**src/rtl/core/asym_pkg.sv**
```systemverilog
package asym_pkg;

  localparam int MAX_ROWS = 32;
  localparam int MAX_COLS = 32;
  localparam int ROW_W    = $clog2(MAX_ROWS);
  localparam int COL_W    = $clog2(MAX_COLS);
  localparam int SIZE_W   = 6;
  localparam int CFG_IDX_W  = 2;
  localparam int CFG_DATA_W = 6;

  typedef enum logic [CFG_IDX_W-1:0] {
    REG_ROWS   = 2'd0,
    REG_COLS   = 2'd1,
    REG_METHOD = 2'd2,
    REG_SPARE  = 2'd3
  } cfg_reg_t;

  typedef enum logic [1:0] {
    METH_GDF     = 2'd0,
    METH_REFINED = 2'd1,
    METH_REF_EXC = 2'd2,
    METH_ALT_GDF = 2'd3
  } method_t;

  typedef enum logic [3:0] {
    S_IDLE,
    S_INIT,
    S_G_CELL,
    S_G_NB,
    S_FIN1,
    S_FIN2,
    S_R_CELL,
    S_R_UP,
    S_R_DN,
    S_R_DEC,
    S_OUT
  } state_t;

endpackage

```
**src/rtl/core/asym_if.sv**
```systemverilog
interface asym_in_if import asym_pkg::*; ();
  logic                valid;
  logic                ready;
  logic [MAX_COLS-1:0] source_row;
  logic [MAX_COLS-1:0] target_row;
  logic                final_row;
  modport source (output valid, source_row, target_row, final_row, input ready);
  modport sink   (input valid, source_row, target_row, final_row, output ready);
endinterface

interface asym_out_if import asym_pkg::*; ();
  logic                valid;
  logic                ready;
  logic [MAX_COLS-1:0] result_row;
  logic [ROW_W-1:0]    row_index;
  logic                last_of_run;
  modport source (output valid, result_row, row_index, last_of_run, input ready);
  modport sink   (input valid, result_row, row_index, last_of_run, output ready);
endinterface

interface asym_cfg_if import asym_pkg::*; ();
  logic                  valid;
  logic                  ready;
  logic [CFG_IDX_W-1:0]  index;
  logic [CFG_DATA_W-1:0] data;
  modport source (output valid, index, data, input ready);
  modport sink   (input valid, index, data, output ready);
endinterface

```
**src/rtl/core/alignment_symmetrizer.sv**
```systemverilog
// loading: one row pair per cycle, ready is high whenever the block is idle
// after the final row: the intersection is built row by row, then growth passes scan
// every cell (grow-diag-final visits the neighbors of each set cell, refined reads the rows above and
// below each candidate next to an aligned line), two final passes (grow-diag-final modes), r result rows
// one shared row read/modify/write port over the work matrix sets the pace
// rst_n is synchronous: clears control, counts and flags, restores config defaults; matrices undefined until loaded
module alignment_symmetrizer import asym_pkg::*; (
  input  logic        clk,
  input  logic        rst_n,
  asym_in_if.sink     in_ch,
  asym_out_if.source  out_ch,
  asym_cfg_if.sink    cfg_ch
);

  // configuration registers
  logic [SIZE_W-1:0] rows_cfg_r, cols_cfg_r;
  method_t           method_r;

  // matrix storage, one read row address per cycle
  logic [MAX_COLS-1:0] fm_r [MAX_ROWS];
  logic [MAX_COLS-1:0] sm_r [MAX_ROWS];
  logic [MAX_COLS-1:0] wm_r [MAX_ROWS];
  logic [MAX_ROWS-1:0] row_fl_r;
  logic [MAX_COLS-1:0] col_fl_r;

  state_t            st_r, st_nxt;
  logic [ROW_W-1:0]  i_r, i_nxt;
  logic [COL_W-1:0]  j_r, j_nxt;
  logic [1:0]        di_r, di_nxt, dj_r, dj_nxt;
  logic              up_r, up_nxt, dn_r, dn_nxt;
  logic              changed_r, changed_nxt;
  logic [SIZE_W-1:0] ld_cnt_r, ld_cnt_nxt;

  // effective sizes, zero acts as one and large values saturate
  logic [SIZE_W-1:0]   rows_eff, cols_eff;
  logic [ROW_W-1:0]    rm1;
  logic [COL_W-1:0]    cm1;
  logic [MAX_COLS-1:0] col_mask;
  logic                refined, exclude;

  always_comb begin
    rows_eff = rows_cfg_r;
    if (rows_cfg_r == '0) rows_eff = SIZE_W'(1);
    else if (rows_cfg_r > SIZE_W'(MAX_ROWS)) rows_eff = SIZE_W'(MAX_ROWS);
    cols_eff = cols_cfg_r;
    if (cols_cfg_r == '0) cols_eff = SIZE_W'(1);
    else if (cols_cfg_r > SIZE_W'(MAX_COLS)) cols_eff = SIZE_W'(MAX_COLS);
  end

  assign rm1      = ROW_W'(rows_eff - SIZE_W'(1));
  assign cm1      = COL_W'(cols_eff - SIZE_W'(1));
  assign col_mask = ~({MAX_COLS{1'b1}} << cols_eff);
  assign refined  = (method_r == METH_REFINED) || (method_r == METH_REF_EXC);
  assign exclude  = (method_r == METH_REF_EXC);

  // shared row port
  logic [ROW_W-1:0]    ra;
  logic [MAX_COLS-1:0] rd_f, rd_s, rd_w, rd_u;
  assign rd_f = fm_r[ra];
  assign rd_s = sm_r[ra];
  assign rd_w = wm_r[ra];
  assign rd_u = (rd_f | rd_s) & col_mask;

  // cell set request at (ra, set_col); only a clear cell counts as a change
  logic             set_req, set_eff, init_we, flag_clr, chg_clr;
  logic [COL_W-1:0] set_col;
  assign set_eff = set_req && !rd_w[set_col];

  logic in_acc, out_acc;
  assign in_acc  = in_ch.valid && in_ch.ready;
  assign out_acc = out_ch.valid && out_ch.ready;

  // neighbor address for grow-diag: offsets coded 0,1,2 for -1,0,+1
  logic [ROW_W+1:0] ip_ext;
  logic [COL_W+1:0] jp_ext;
  logic             nb_ok;
  assign ip_ext = {2'b00, i_r} + {{ROW_W{1'b0}}, di_r} - (ROW_W+2)'(1);
  assign jp_ext = {2'b00, j_r} + {{COL_W{1'b0}}, dj_r} - (COL_W+2)'(1);
  assign nb_ok  = !(di_r == 2'd1 && dj_r == 2'd1)
                  && (ip_ext < (ROW_W+2)'(rows_eff))
                  && (jp_ext < (COL_W+2)'(cols_eff));

  // cell scan order helpers
  logic             cell_step, cell_last;
  logic [ROW_W-1:0] adv_i;
  logic [COL_W-1:0] adv_j;
  state_t           cell_state, pass_next;
  logic             changed_eff;

  assign cell_last   = (j_r == cm1) && (i_r == rm1);
  assign adv_j       = (j_r == cm1) ? '0 : j_r + COL_W'(1);
  assign adv_i       = (j_r == cm1) ? i_r + ROW_W'(1) : i_r;
  assign changed_eff = changed_r || set_eff;

  logic lft, rgt;

  always_comb begin
    st_nxt     = st_r;
    i_nxt      = i_r;
    j_nxt      = j_r;
    di_nxt     = di_r;
    dj_nxt     = dj_r;
    up_nxt     = up_r;
    dn_nxt     = dn_r;
    ra         = i_r;
    set_req    = 1'b0;
    set_col    = j_r;
    init_we    = 1'b0;
    flag_clr   = 1'b0;
    chg_clr    = 1'b0;
    cell_step  = 1'b0;
    cell_state = st_r;
    pass_next  = S_OUT;
    lft        = 1'b0;
    rgt        = 1'b0;
    in_ch.ready  = 1'b0;
    out_ch.valid = 1'b0;
    unique case (st_r)
      S_IDLE: begin
        in_ch.ready = 1'b1;
        if (in_acc && in_ch.final_row) begin
          i_nxt    = '0;
          flag_clr = 1'b1;
          st_nxt   = S_INIT;
        end
      end
      S_INIT: begin
        // work row = intersection
        init_we = 1'b1;
        if (i_r == rm1) begin
          i_nxt   = '0;
          j_nxt   = '0;
          chg_clr = 1'b1;
          st_nxt  = refined ? S_R_CELL : S_G_CELL;
        end else begin
          i_nxt = i_r + ROW_W'(1);
        end
      end
      S_G_CELL: begin
        cell_state = S_G_CELL;
        pass_next  = changed_eff ? S_G_CELL : S_FIN1;
        if (rd_w[j_r]) begin
          di_nxt = '0;
          dj_nxt = '0;
          st_nxt = S_G_NB;
        end else begin
          cell_step = 1'b1;
        end
      end
      S_G_NB: begin
        // one neighbor per cycle, read-modify-write of its row
        cell_state = S_G_CELL;
        pass_next  = changed_eff ? S_G_CELL : S_FIN1;
        ra      = ip_ext[ROW_W-1:0];
        set_col = jp_ext[COL_W-1:0];
        set_req = nb_ok && (!row_fl_r[ip_ext[ROW_W-1:0]] || !col_fl_r[jp_ext[COL_W-1:0]])
                  && rd_u[jp_ext[COL_W-1:0]];
        if (dj_r == 2'd2) begin
          dj_nxt = '0;
          if (di_r == 2'd2) cell_step = 1'b1;
          else di_nxt = di_r + 2'd1;
        end else begin
          dj_nxt = dj_r + 2'd1;
        end
      end
      S_FIN1: begin
        cell_state = S_FIN1;
        pass_next  = S_FIN2;
        set_req    = (!row_fl_r[i_r] || !col_fl_r[j_r]) && rd_f[j_r];
        cell_step  = 1'b1;
      end
      S_FIN2: begin
        cell_state = S_FIN2;
        pass_next  = S_OUT;
        set_req    = (!row_fl_r[i_r] || !col_fl_r[j_r]) && rd_s[j_r];
        cell_step  = 1'b1;
      end
      S_R_CELL: begin
        cell_state = S_R_CELL;
        pass_next  = changed_eff ? S_R_CELL : S_OUT;
        if (!rd_u[j_r] || rd_w[j_r]) begin
          cell_step = 1'b1;
        end else if (!row_fl_r[i_r] && !col_fl_r[j_r]) begin
          set_req   = 1'b1;
          cell_step = 1'b1;
        end else begin
          st_nxt = S_R_UP;
        end
      end
      S_R_UP: begin
        ra     = i_r - ROW_W'(1);
        up_nxt = (i_r != '0) && rd_w[j_r];
        st_nxt = S_R_DN;
      end
      S_R_DN: begin
        ra     = i_r + ROW_W'(1);
        dn_nxt = (i_r != rm1) && rd_w[j_r];
        st_nxt = S_R_DEC;
      end
      S_R_DEC: begin
        cell_state = S_R_CELL;
        pass_next  = changed_eff ? S_R_CELL : S_OUT;
        lft = (j_r != '0) && rd_w[j_r - COL_W'(1)];
        rgt = (j_r != cm1) && rd_w[j_r + COL_W'(1)];
        if (up_r || dn_r || lft || rgt)
          set_req = !exclude || !((lft || rgt) && (up_r || dn_r));
        cell_step = 1'b1;
      end
      S_OUT: begin
        out_ch.valid = 1'b1;
        if (out_acc) begin
          if (i_r == rm1) begin
            i_nxt  = '0;
            st_nxt = S_IDLE;
          end else begin
            i_nxt = i_r + ROW_W'(1);
          end
        end
      end
      default: st_nxt = S_IDLE;
    endcase
    if (cell_step) begin
      if (cell_last) begin
        i_nxt   = '0;
        j_nxt   = '0;
        st_nxt  = pass_next;
        chg_clr = (pass_next == S_G_CELL) || (pass_next == S_R_CELL);
      end else begin
        i_nxt  = adv_i;
        j_nxt  = adv_j;
        st_nxt = cell_state;
      end
    end
  end

  assign changed_nxt = chg_clr ? 1'b0 : (changed_r || set_eff);

  // load row counter saturates at the matrix depth
  always_comb begin
    ld_cnt_nxt = ld_cnt_r;
    if (in_acc) begin
      if (in_ch.final_row) ld_cnt_nxt = '0;
      else if (!ld_cnt_r[ROW_W]) ld_cnt_nxt = ld_cnt_r + SIZE_W'(1);
    end
  end

  assign out_ch.result_row  = rd_w & col_mask;
  assign out_ch.row_index   = i_r;
  assign out_ch.last_of_run = (i_r == rm1);
  assign cfg_ch.ready       = 1'b1;

  always_ff @(posedge clk) begin
    if (!rst_n) begin
      st_r       <= S_IDLE;
      i_r        <= '0;
      j_r        <= '0;
      di_r       <= '0;
      dj_r       <= '0;
      up_r       <= 1'b0;
      dn_r       <= 1'b0;
      changed_r  <= 1'b0;
      ld_cnt_r   <= '0;
      row_fl_r   <= '0;
      col_fl_r   <= '0;
      rows_cfg_r <= SIZE_W'(MAX_ROWS);
      cols_cfg_r <= SIZE_W'(MAX_COLS);
      method_r   <= METH_GDF;
    end else begin
      st_r      <= st_nxt;
      i_r       <= i_nxt;
      j_r       <= j_nxt;
      di_r      <= di_nxt;
      dj_r      <= dj_nxt;
      up_r      <= up_nxt;
      dn_r      <= dn_nxt;
      changed_r <= changed_nxt;
      ld_cnt_r  <= ld_cnt_nxt;
      if (flag_clr) begin
        row_fl_r <= '0;
        col_fl_r <= '0;
      end else if (init_we) begin
        row_fl_r[i_r] <= |(rd_f & rd_s & col_mask);
        col_fl_r      <= col_fl_r | (rd_f & rd_s & col_mask);
      end else if (set_eff) begin
        row_fl_r[ra]      <= 1'b1;
        col_fl_r[set_col] <= 1'b1;
      end
      if (cfg_ch.valid && cfg_ch.ready) begin
        unique case (cfg_reg_t'(cfg_ch.index))
          REG_ROWS:   rows_cfg_r <= cfg_ch.data;
          REG_COLS:   cols_cfg_r <= cfg_ch.data;
          REG_METHOD: method_r   <= method_t'(cfg_ch.data[1:0]);
          default:    ;
        endcase
      end
    end
  end

  // matrix payload, no reset
  always_ff @(posedge clk) begin
    if (in_acc && !ld_cnt_r[ROW_W]) begin
      fm_r[ld_cnt_r[ROW_W-1:0]] <= in_ch.source_row;
      sm_r[ld_cnt_r[ROW_W-1:0]] <= in_ch.target_row;
    end
    if (init_we) wm_r[ra] <= rd_f & rd_s & col_mask;
    else if (set_eff) wm_r[ra][set_col] <= 1'b1;
  end

`ifndef NO_ASSERTIONS
  a_no_overlap: assert property (@(posedge clk) disable iff (!rst_n)
    !(in_ch.ready && out_ch.valid))
    else $error("input and result channels active together");

  a_ld_cnt: assert property (@(posedge clk) disable iff (!rst_n)
    ld_cnt_r <= SIZE_W'(MAX_ROWS))
    else $error("load count beyond depth");

  a_final_starts: assert property (@(posedge clk) disable iff (!rst_n)
    (in_acc && in_ch.final_row) |=> (st_r == S_INIT) && (ld_cnt_r == '0))
    else $error("final row did not start symmetrization");

  a_last_ends: assert property (@(posedge clk) disable iff (!rst_n)
    (out_acc && out_ch.last_of_run) |=> (st_r == S_IDLE))
    else $error("block not idle after last result row");

  a_init_clears: assert property (@(posedge clk) disable iff (!rst_n)
    (st_r == S_INIT) && (i_r == rm1) |=> !changed_r)
    else $error("change flag not cleared for first pass");
`endif

endmodule

```
**src/flat_wrapper.sv**
```systemverilog
// flat-port wrapper written by rule: the top's interface ports become plain ports
module alignment_symmetrizer_flat import asym_pkg::*;
  (clk, rst_n, in_ch_valid, in_ch_source_row, in_ch_target_row, in_ch_final_row, in_ch_ready, out_ch_valid, out_ch_result_row, out_ch_row_index, out_ch_last_of_run, out_ch_ready, cfg_ch_valid, cfg_ch_index, cfg_ch_data, cfg_ch_ready);
  asym_in_if in_ch_i ();
  asym_out_if out_ch_i ();
  asym_cfg_if cfg_ch_i ();
  input  logic clk;
  input  logic rst_n;
  input wire logic [$bits(in_ch_i.valid)-1:0] in_ch_valid;
  input wire logic [$bits(in_ch_i.source_row)-1:0] in_ch_source_row;
  input wire logic [$bits(in_ch_i.target_row)-1:0] in_ch_target_row;
  input wire logic [$bits(in_ch_i.final_row)-1:0] in_ch_final_row;
  output wire logic [$bits(in_ch_i.ready)-1:0] in_ch_ready;
  output wire logic [$bits(out_ch_i.valid)-1:0] out_ch_valid;
  output wire logic [$bits(out_ch_i.result_row)-1:0] out_ch_result_row;
  output wire logic [$bits(out_ch_i.row_index)-1:0] out_ch_row_index;
  output wire logic [$bits(out_ch_i.last_of_run)-1:0] out_ch_last_of_run;
  input wire logic [$bits(out_ch_i.ready)-1:0] out_ch_ready;
  input wire logic [$bits(cfg_ch_i.valid)-1:0] cfg_ch_valid;
  input wire logic [$bits(cfg_ch_i.index)-1:0] cfg_ch_index;
  input wire logic [$bits(cfg_ch_i.data)-1:0] cfg_ch_data;
  output wire logic [$bits(cfg_ch_i.ready)-1:0] cfg_ch_ready;
  assign in_ch_i.valid = in_ch_valid;
  assign in_ch_i.source_row = in_ch_source_row;
  assign in_ch_i.target_row = in_ch_target_row;
  assign in_ch_i.final_row = in_ch_final_row;
  assign in_ch_ready = in_ch_i.ready;
  assign out_ch_valid = out_ch_i.valid;
  assign out_ch_result_row = out_ch_i.result_row;
  assign out_ch_row_index = out_ch_i.row_index;
  assign out_ch_last_of_run = out_ch_i.last_of_run;
  assign out_ch_i.ready = out_ch_ready;
  assign cfg_ch_i.valid = cfg_ch_valid;
  assign cfg_ch_i.index = cfg_ch_index;
  assign cfg_ch_i.data = cfg_ch_data;
  assign cfg_ch_ready = cfg_ch_i.ready;
  alignment_symmetrizer u_core (.clk(clk), .rst_n(rst_n), .in_ch(in_ch_i), .out_ch(out_ch_i), .cfg_ch(cfg_ch_i));
endmodule
```
**config.mk**
```make
export PLATFORM = sky130hd
export DESIGN_NAME = alignment_symmetrizer_flat
export DESIGN_NICKNAME = d
export VERILOG_FILES = /design/src/rtl/core/asym_pkg.sv /design/src/rtl/core/asym_if.sv /design/src/rtl/core/alignment_symmetrizer.sv /design/src/flat_wrapper.sv
export SDC_FILE = /design/constraint.sdc
export NUM_CORES = 2
export LEC_CHECK = 0
export ABC_CLOCK_PERIOD_IN_PS = 8800
export BUFFER_PORTS_ARGS = -buffer_cell sky130_fd_sc_hd__buf_2
export CAP_MARGIN = 40
export CORE_AREA = 2 2 657 528
export DETAILED_ROUTE_END_ITERATION = 7
export DIE_AREA = 0 0 659 530
export PLACE_DENSITY = 0.57
export SYNTH_ARGS = -nofsm -noshare
export SYNTH_HDL_FRONTEND = slang
export SYNTH_SLANG_ARGS = --single-unit
```
**constraint.sdc**
```tcl
create_clock -name clk -period 8.8 [get_ports clk]
set_input_delay 0 -clock clk [delete_from_list [all_inputs] [get_ports clk]]
set_output_delay 0 -clock clk [all_outputs]
set_load 0.01 [all_outputs]
```
* After elaboration in Yosys (flattened, before gate mapping)
Memories as Yosys holds them, arrays and structs flattened. Index checks and enable logic that the tools add are counted.
Cells by class: eq/ne operators 38, add/subtract/negate cells 13, bitwise logic cells 42, reduce and logical (&&, ||, !) cells 70, $mul 0, shifts and indexed selects 1, $lt $le $gt $ge 15, multiplexer cells 133, divide/modulo/power cells 0
Operator list (count):
- 32-bit two-way mux | 5
- 32-bit AND | 4
- 32-bit bitwise OR | 4
- 1-bit two-way mux | 69
- 1-bit binary-select mux with 5-bit select | 12
- 5-bit two-way mux | 12
- 5-bit by 6-bit less-than comparator with 1-bit output (second input constant) | 8
- 4-bit two-way mux | 10
- 6-bit two-way mux | 6
- 32-bit bitwise mux | 1
- 32-bit NOT | 1
- 1-bit bitwise OR | 32
- 4-bit case mux with 8 select lines | 1
- 32-bit OR reduction | 1
- 32-bit by 6-bit << shifter with 32-bit output (first input constant) | 1
- 5-bit case mux with 3 select lines | 2
- 1-bit logical AND | 22
- 4-bit by 3-bit equality test with 1-bit output (second input constant) | 5
- 5-bit by 1-bit subtractor with 5-bit output (second input constant) | 4
- 4-bit case mux with 4 select lines | 1
- 1-bit demux with 5-bit select | 3
- 5-bit by 1-bit greater-or-equal comparator with 1-bit output (second input constant) | 3
- 7-bit by 6-bit less-than comparator with 1-bit output | 2
- 7-bit by 1-bit subtractor with 7-bit output (second input constant) | 2
- other kinds (39) | 101
Word-level totals: ROM bits 0, output and inout port bits 41, memories kept 3, register bits 105, logic and storage cells 330, memory bits (writable) 3072, input port bits 78, latch bits 0
Memory list:
- u_core.fm_r | depth 32, bits a word 32, read ports 1, clocked after Yosys merged registers in 0, wr ports 1, line alignment_symmetrizer.sv:20 | logic [MAX_COLS-1:0] fm_r [MAX_ROWS];
- u_core.sm_r | depth 32, bits a word 32, read ports 1, clocked after Yosys merged registers in 0, wr ports 1, line alignment_symmetrizer.sv:21 | logic [MAX_COLS-1:0] sm_r [MAX_ROWS];
- u_core.wm_r | depth 32, bits a word 32, read ports 1, clocked after Yosys merged registers in 0, wr ports 1, line alignment_symmetrizer.sv:22 | logic [MAX_COLS-1:0] wm_r [MAX_ROWS];

* Longest topological paths before layout
An unclocked memory read counts as a cell.
depth in word-level cells 22, mapped depth 31, mapped depth without buffers 20

* Worst setup path before layout
Ideal clock, no wire load.
path type register to register, start register u_core.i_r[0], in the netlist u_core.out_ch.row_index[0], end memory u_core.wm_r[0][0], data pin, path slack 1.431 ns, period minus slack after synthesis 7.369 ns, path buffers 9, setup time 0.454 ns, data arrival time 6.915 ns, data required time 8.346 ns, stages on the path, launching flop included 28, cell sequence dfxtp_1 -> ha_1 -> clkbuf_1 -> inv_1 -> ha_1 -> buf_2 -> mux2i_1 -> a22o_1 -> nor2_1 -> buf_2 -> buf_4 -> buf_2 -> buf_2 -> buf_2 -> nand2_1 -> a311oi_1 -> a31oi_1 -> a311o_1 -> a32oi_1 -> nand3_1 -> or4_1 -> o21ai_0 -> a22oi_4 -> nand3_4 -> buf_12 -> nand2_4 -> buf_6 -> o21ai_0
Between the ends: cells in the longest elaborated chain, start to end 18, elaborated cells on any way between the ends 64, those cells by class 4 x add/sub; 1 x order compare; 29 x mux; 4 x bitwise; 23 x reduce/logical; 3 x memory
Ends and longest elaborated chain:
- from (decl) | line alignment_symmetrizer.sv:27 | logic [ROW_W-1:0] i_r, i_nxt;
- from (signal assigned) | line alignment_symmetrizer.sv:270 | i_r <= i_nxt;
- 5-bit by 2-bit adder with 6-bit output | line alignment_symmetrizer.sv:77 | assign ip_ext = {2'b00, i_r} + {{ROW_W{1'b0}}, di_r} - (ROW_W+2)'(1);
- 7-bit by 1-bit subtractor with 7-bit output | line alignment_symmetrizer.sv:77
- 5-bit case mux with 3 select lines | line alignment_symmetrizer.sv:118 | unique case (st_r)
- memory read 32 x 32 bit
- 1-bit binary-select mux with 5-bit select, on equally long branches | line alignment_symmetrizer.sv:203, alignment_symmetrizer.sv:204
- 1-bit two-way mux, on equally long branches | line alignment_symmetrizer.sv:203, alignment_symmetrizer.sv:204
- 1-bit logical AND, on equally long branches | line alignment_symmetrizer.sv:203, alignment_symmetrizer.sv:204
- 1-bit logical OR | line alignment_symmetrizer.sv:206 | set_req = !exclude || !((lft || rgt) && (up_r || dn_r));
- [... 2 more ...]
- 1-bit logical OR | line alignment_symmetrizer.sv:206
- 1-bit two-way mux | line alignment_symmetrizer.sv:205 | if (up_r || dn_r || lft || rgt)
- 1-bit case mux with 5 select lines | line alignment_symmetrizer.sv:118
- 1-bit logical AND | line alignment_symmetrizer.sv:67 | assign set_eff = set_req && !rd_w[set_col];
- 1-bit two-way mux | line alignment_symmetrizer.sv:306 | else if (set_eff) wm_r[ra][set_col] <= 1'b1;
- 1-bit two-way mux | line alignment_symmetrizer.sv:305 | if (init_we) wm_r[ra] <= rd_f & rd_s & col_mask;
- 32-bit two-way mux (not written as such) | line alignment_symmetrizer.sv:306
- 1-bit two-way mux (no line) (*)
- to (decl) | line alignment_symmetrizer.sv:22
Mark *: on every way between the ends. The rest lies on a longest branch, timed or not. The select of a mux whose other input is x is not followed.

* Worst setup path in the final report
start register u_core.di_r[0], end memory u_core.wm_r[17][20], data pin
Between the ends: cells in the longest elaborated chain, start to end 18, elaborated cells on any way between the ends 59, those cells by class 2 x add/sub; 1 x order compare; 1 x eq/ne; 26 x mux; 4 x bitwise; 22 x reduce/logical; 3 x memory
Ends and longest elaborated chain:
- from (decl) | line alignment_symmetrizer.sv:29 | logic [1:0] di_r, di_nxt, dj_r, dj_nxt;
- from (signal assigned) | line alignment_symmetrizer.sv:272 | di_r <= di_nxt;
- 5-bit by 2-bit adder with 6-bit output | line alignment_symmetrizer.sv:77
- 7-bit by 1-bit subtractor with 7-bit output | line alignment_symmetrizer.sv:77
- 5-bit case mux with 3 select lines | line alignment_symmetrizer.sv:118
- memory read 32 x 32 bit
- 1-bit binary-select mux with 5-bit select, on equally long branches | line alignment_symmetrizer.sv:203, alignment_symmetrizer.sv:204
- 1-bit two-way mux, on equally long branches | line alignment_symmetrizer.sv:203, alignment_symmetrizer.sv:204
- 1-bit logical AND, on equally long branches | line alignment_symmetrizer.sv:203, alignment_symmetrizer.sv:204
- 1-bit logical OR | line alignment_symmetrizer.sv:206
- [... 2 more ...]
- 1-bit logical OR | line alignment_symmetrizer.sv:206
- 1-bit two-way mux | line alignment_symmetrizer.sv:205
- 1-bit case mux with 5 select lines | line alignment_symmetrizer.sv:118
- 1-bit logical AND | line alignment_symmetrizer.sv:67
- 1-bit two-way mux | line alignment_symmetrizer.sv:306
- 1-bit two-way mux | line alignment_symmetrizer.sv:305
- 32-bit two-way mux (not written as such) | line alignment_symmetrizer.sv:306
- 1-bit two-way mux (no line) (*)
Marks and branches as above.

==> metrics.md <==
| Metric | Value |
|---|---|
| Cell variety after synth | 132 |
| Leakage power | 49.5 nW |
| PortBufs | 117 |
| Share of layout cells above drive strength 1 | 19.0% |
| Final Wtd Congestion | 0.981 |
| Post-synth ARST share | 0% |
| Maximum root-to-sink buffer count | 4 |
| Drt total wl | 498 mm |
| Rel. slew slack | 30.2% |
| Nets | 9433 |
| Sink Count | 3177 |
| Origin of the critical flop-to-flop path | u_core.di_r[0] |
| Avg Cell Area, Syn | 15.1 sq um |
| Synth top area cells | edfxtp_1 (67%), mux4_2 (7.6%), nor2_1 (3.4%) |
| Full die area | 349000 sq um |
| Clock Latency Late Sink | 0.95 ns |
| Crit share post-route | 98.8% |
| Clock Pin Slew Worst Setup and Hold Paths | 0.06 ns |
| Syn-to-layout area delta | 13.9% |
| Synthesized flop and latch total | 3177 |
| First-pass GRT wire length | 681 mm |
| Placed Instances | 13471 |
| Number of global-route vias before repair | 83851 |
| Global Route Usage Sum | 27.8% |
| Dominant cell type by area after synthesis | edfxtp_1 |
| Hold depth | 2 |
| TritonCTS clock tree | yes |
| I/O pin count | 119 |
| Run status | completed |
| Core Box Area | 344000 sq um |
| Largest net degree at the start of global routing | 101 |
| Clock tree root buffer cell | clkbuf_16 |
| Gate Count Post-Synth | 9041 |
| Initial antenna violation count | 44 |
| Critical path launch point type | register |
| Critical setup path kind | reg2reg |
| Ys flop type | edfxtp_1 |
| EDFF count, synth | 3072 |
| Reg2Reg Depth | 23 |
| # Max-Cap Violations | 0 |
| Cts bufs inserted | 328 |
| Initial DRT Pass Iterations | 6 |
| Post-route ant nets | 0 |
| Fin Setup TNS | 0 ns |
| Final setup viols | 0 |
| Commonest non-fill, non-tap cell in the layout | edfxtp_1 |
| PwrDens | 326 nW/um^2 |
| R2R setup slack | 0.11 ns |
| Crit path max fanout | 32 |
| Hold_sp | in_ch_target_row[29] |
| Crit path time final | 8.69 ns |
| Syn nets | 9156 |
| Max-slew violations | 0 |
| FP Rows | 193 |
| Die Height | 530 um |
| DR iter-0 viols | 14309 |
| Worst Max-Slew Pin Slew | 1.05 ns |
| Peak VDD IR | 0.232 mV |
| Post-synth top area share | 67.5% |
| Worst hold path class | in2reg |
| H-tree lvl count | 5 |
| Die width | 659 um |
| DRC viols | 0 |
| Vias/cell | 6.30 |
| Non-Filler Instances | 14169 |
| Critical path data required time | 9.47 ns |
| End of the worst hold path | u_core.sm_r[23][29] |
| Crit path capture type | register |
| Most frequent cells in the layout | edfxtp_1 (3072), nor2_1 (1211), nand2_1 (791), mux4_2 (463), clkbuf_16 (336) |
| Final Hold Fails | 0 |
| Dpl hpwl | 292 mm |
| Peak Freq | 0.115 GHz |
| Total gr overflow | 0 |
| Vias | 89285 |
| Synth Warn # | 0 |
| Synth Cell Area | 137000 sq um |
| Reg-to-reg endpoint | u_core.wm_r[17][20] |
| Seq/Total Area, Yosys | 69.0% |
| Drt wl/cell | 35.1 um |
| CP Data Arrival Time | 9.36 ns |
| Unrepaired setup endpoints after global routing | no |
| Initial Util | 39.8% |
| Setup Skew | 0.0900 ns |
## state kept, by name, indices dropped and copies added (netlist names)
signal                   count
u_core.rows_cfg_r            6
u_core.fm_r               1024
u_core.row_fl_r             32
u_core.col_fl_r             32
u_core.di_r                  2
u_core.sm_r               1024
u_core.out_ch.row_index      5
u_core.cols_cfg_r            6
u_core.wm_r               1024
u_core.method_r              2
u_core.j_r                   5
u_core.up_r                  1
u_core.st_r                  4
u_core.dn_r                  1
u_core.ld_cnt_r              6
u_core.changed_r             1
u_core.dj_r                  2
## power breakdown
part | total, W | switching (W) | internal [W] | leakage [nW]
combinational | 0.0183 | 0.0125 | 0.00583 | 15.7
sequential | 0.0185 | 0.000125 | 0.0184 | 28.6
clock | 0.0139 | 0.00597 | 0.00796 | 5.16
total | 0.0507 | 0.0186 | 0.0321 | 49.5
## how the worst max path moves through the flow
stage,start,endpoint,cells after the start
finish,u_core.di_r[0],u_core.wm_r[17][20],23
global route,u_core.di_r[0],u_core.wm_r[31][4],25
CTS,u_core.di_r[0],u_core.wm_r[8][20],23
detailed placement,u_core.di_r[0],u_core.wm_r[18][4],23
global placement,u_core.out_ch.row_index[1],u_core.wm_r[16][4],20
floorplan,u_core.out_ch.row_index[0],u_core.wm_r[0][0],27
## worst max-delay path, stage by stage, from the launching register on
cell	delay (ns)
dfxtp_1	0.40
ha_1	0.26
fa_1	0.47
inv_1	0.09
ha_1	0.25
and4b_1	0.22
a31oi_1	0.51
a211o_1	0.31
nand3_4	0.37
buf_4	0.35
nand2_2	0.27
buf_12	0.25
buf_4	0.32
a21oi_1	0.07
or4_1	0.80
a211oi_1	0.44
nor3_1	0.09
o311ai_1	0.82
o2111ai_2	0.44
nand3_4	0.37
buf_12	0.24
nand2_4	0.20
o21bai_2	0.44
buf_4	0.38
## cell type report
class	count	area (sq um)
fillers	29862	188000
flip-flops and latches	3177	94400
multi-input cells	5091	38300
clock buffers	399	8640
diodes	13	32.5
repair buffers	676	6640
clock inverters	187	1900
inverters	44	165
well taps	4582	5730
## synth_stat cells, types with 148 or more instances
| master | count |
|---|---|
| nand3_1 | 169 |
| clkbuf_1 | 257 |
| a31oi_1 | 164 |
| o22ai_1 | 148 |
| nor2_1 | 1256 |
| a211oi_1 | 238 |
| a21oi_1 | 243 |
| and3_1 | 197 |
| buf_2 | 187 |
| nand2_1 | 837 |
| mux4_2 | 463 |
| mux2i_1 | 237 |
| edfxtp_1 | 3072 |
## per-stage QoR
| step | instance area (sq um) | hold WS, ns | util [%] | total power (W) | worst slack [ns] |
|---|---|---|---|---|---|
| global route | 156000 | 0.0985 | 45.3 | 0.0521 | 0.0222 |
| floorplan | 137000 | 0.0989 | - | 0.0296 | 1.43 |
| CTS | 156000 | 0.0257 | 45.3 | 0.0505 | 0.417 |
| finish | 156000 | 0.0932 | 45.3 | 0.0507 | 0.105 |
| detailed placement | 144000 | 0.276 | 42.0 | 0.0367 | 0.468 |
| global placement | 143000 | 0.268 | 41.7 | 0.0364 | 0.00239 |
## logic make-up (layout without fill, tap and decap cells)
family	count (synthesis)	after routing	synth area share (%)
adders and majority gates	37	37	0.349
other	1	14	0.00274
buffers and inverters	773	1306	3.60
muxes	740	740	9.88
xor gates and xnor gates	29	29	0.197
AOI/OAI and AO/OA	1470	1470	7.99
DFF	3177	3177	69.0
and+or+nand+nor	2814	2814	9.00
## repair_timing
action | CTS | global route
buffers inserted | 0 | 0
endpoints found under the hold margin | 2133 | 0
gates resized for setup | 0 | 2
endpoints found under the setup margin | 0 | 48
hold buffers | 96 | 0
## layer usage
layer,vias up,part of all wire (%),GRT usage (%)
met2,5584,43,40.9
met4,28,3.9,9.76
met1,46970,42,40.9
li1,35848,-,-
met3,855,11,5.82
met5,-,0.096,0.614
Power figures use the tool's default switching activity.
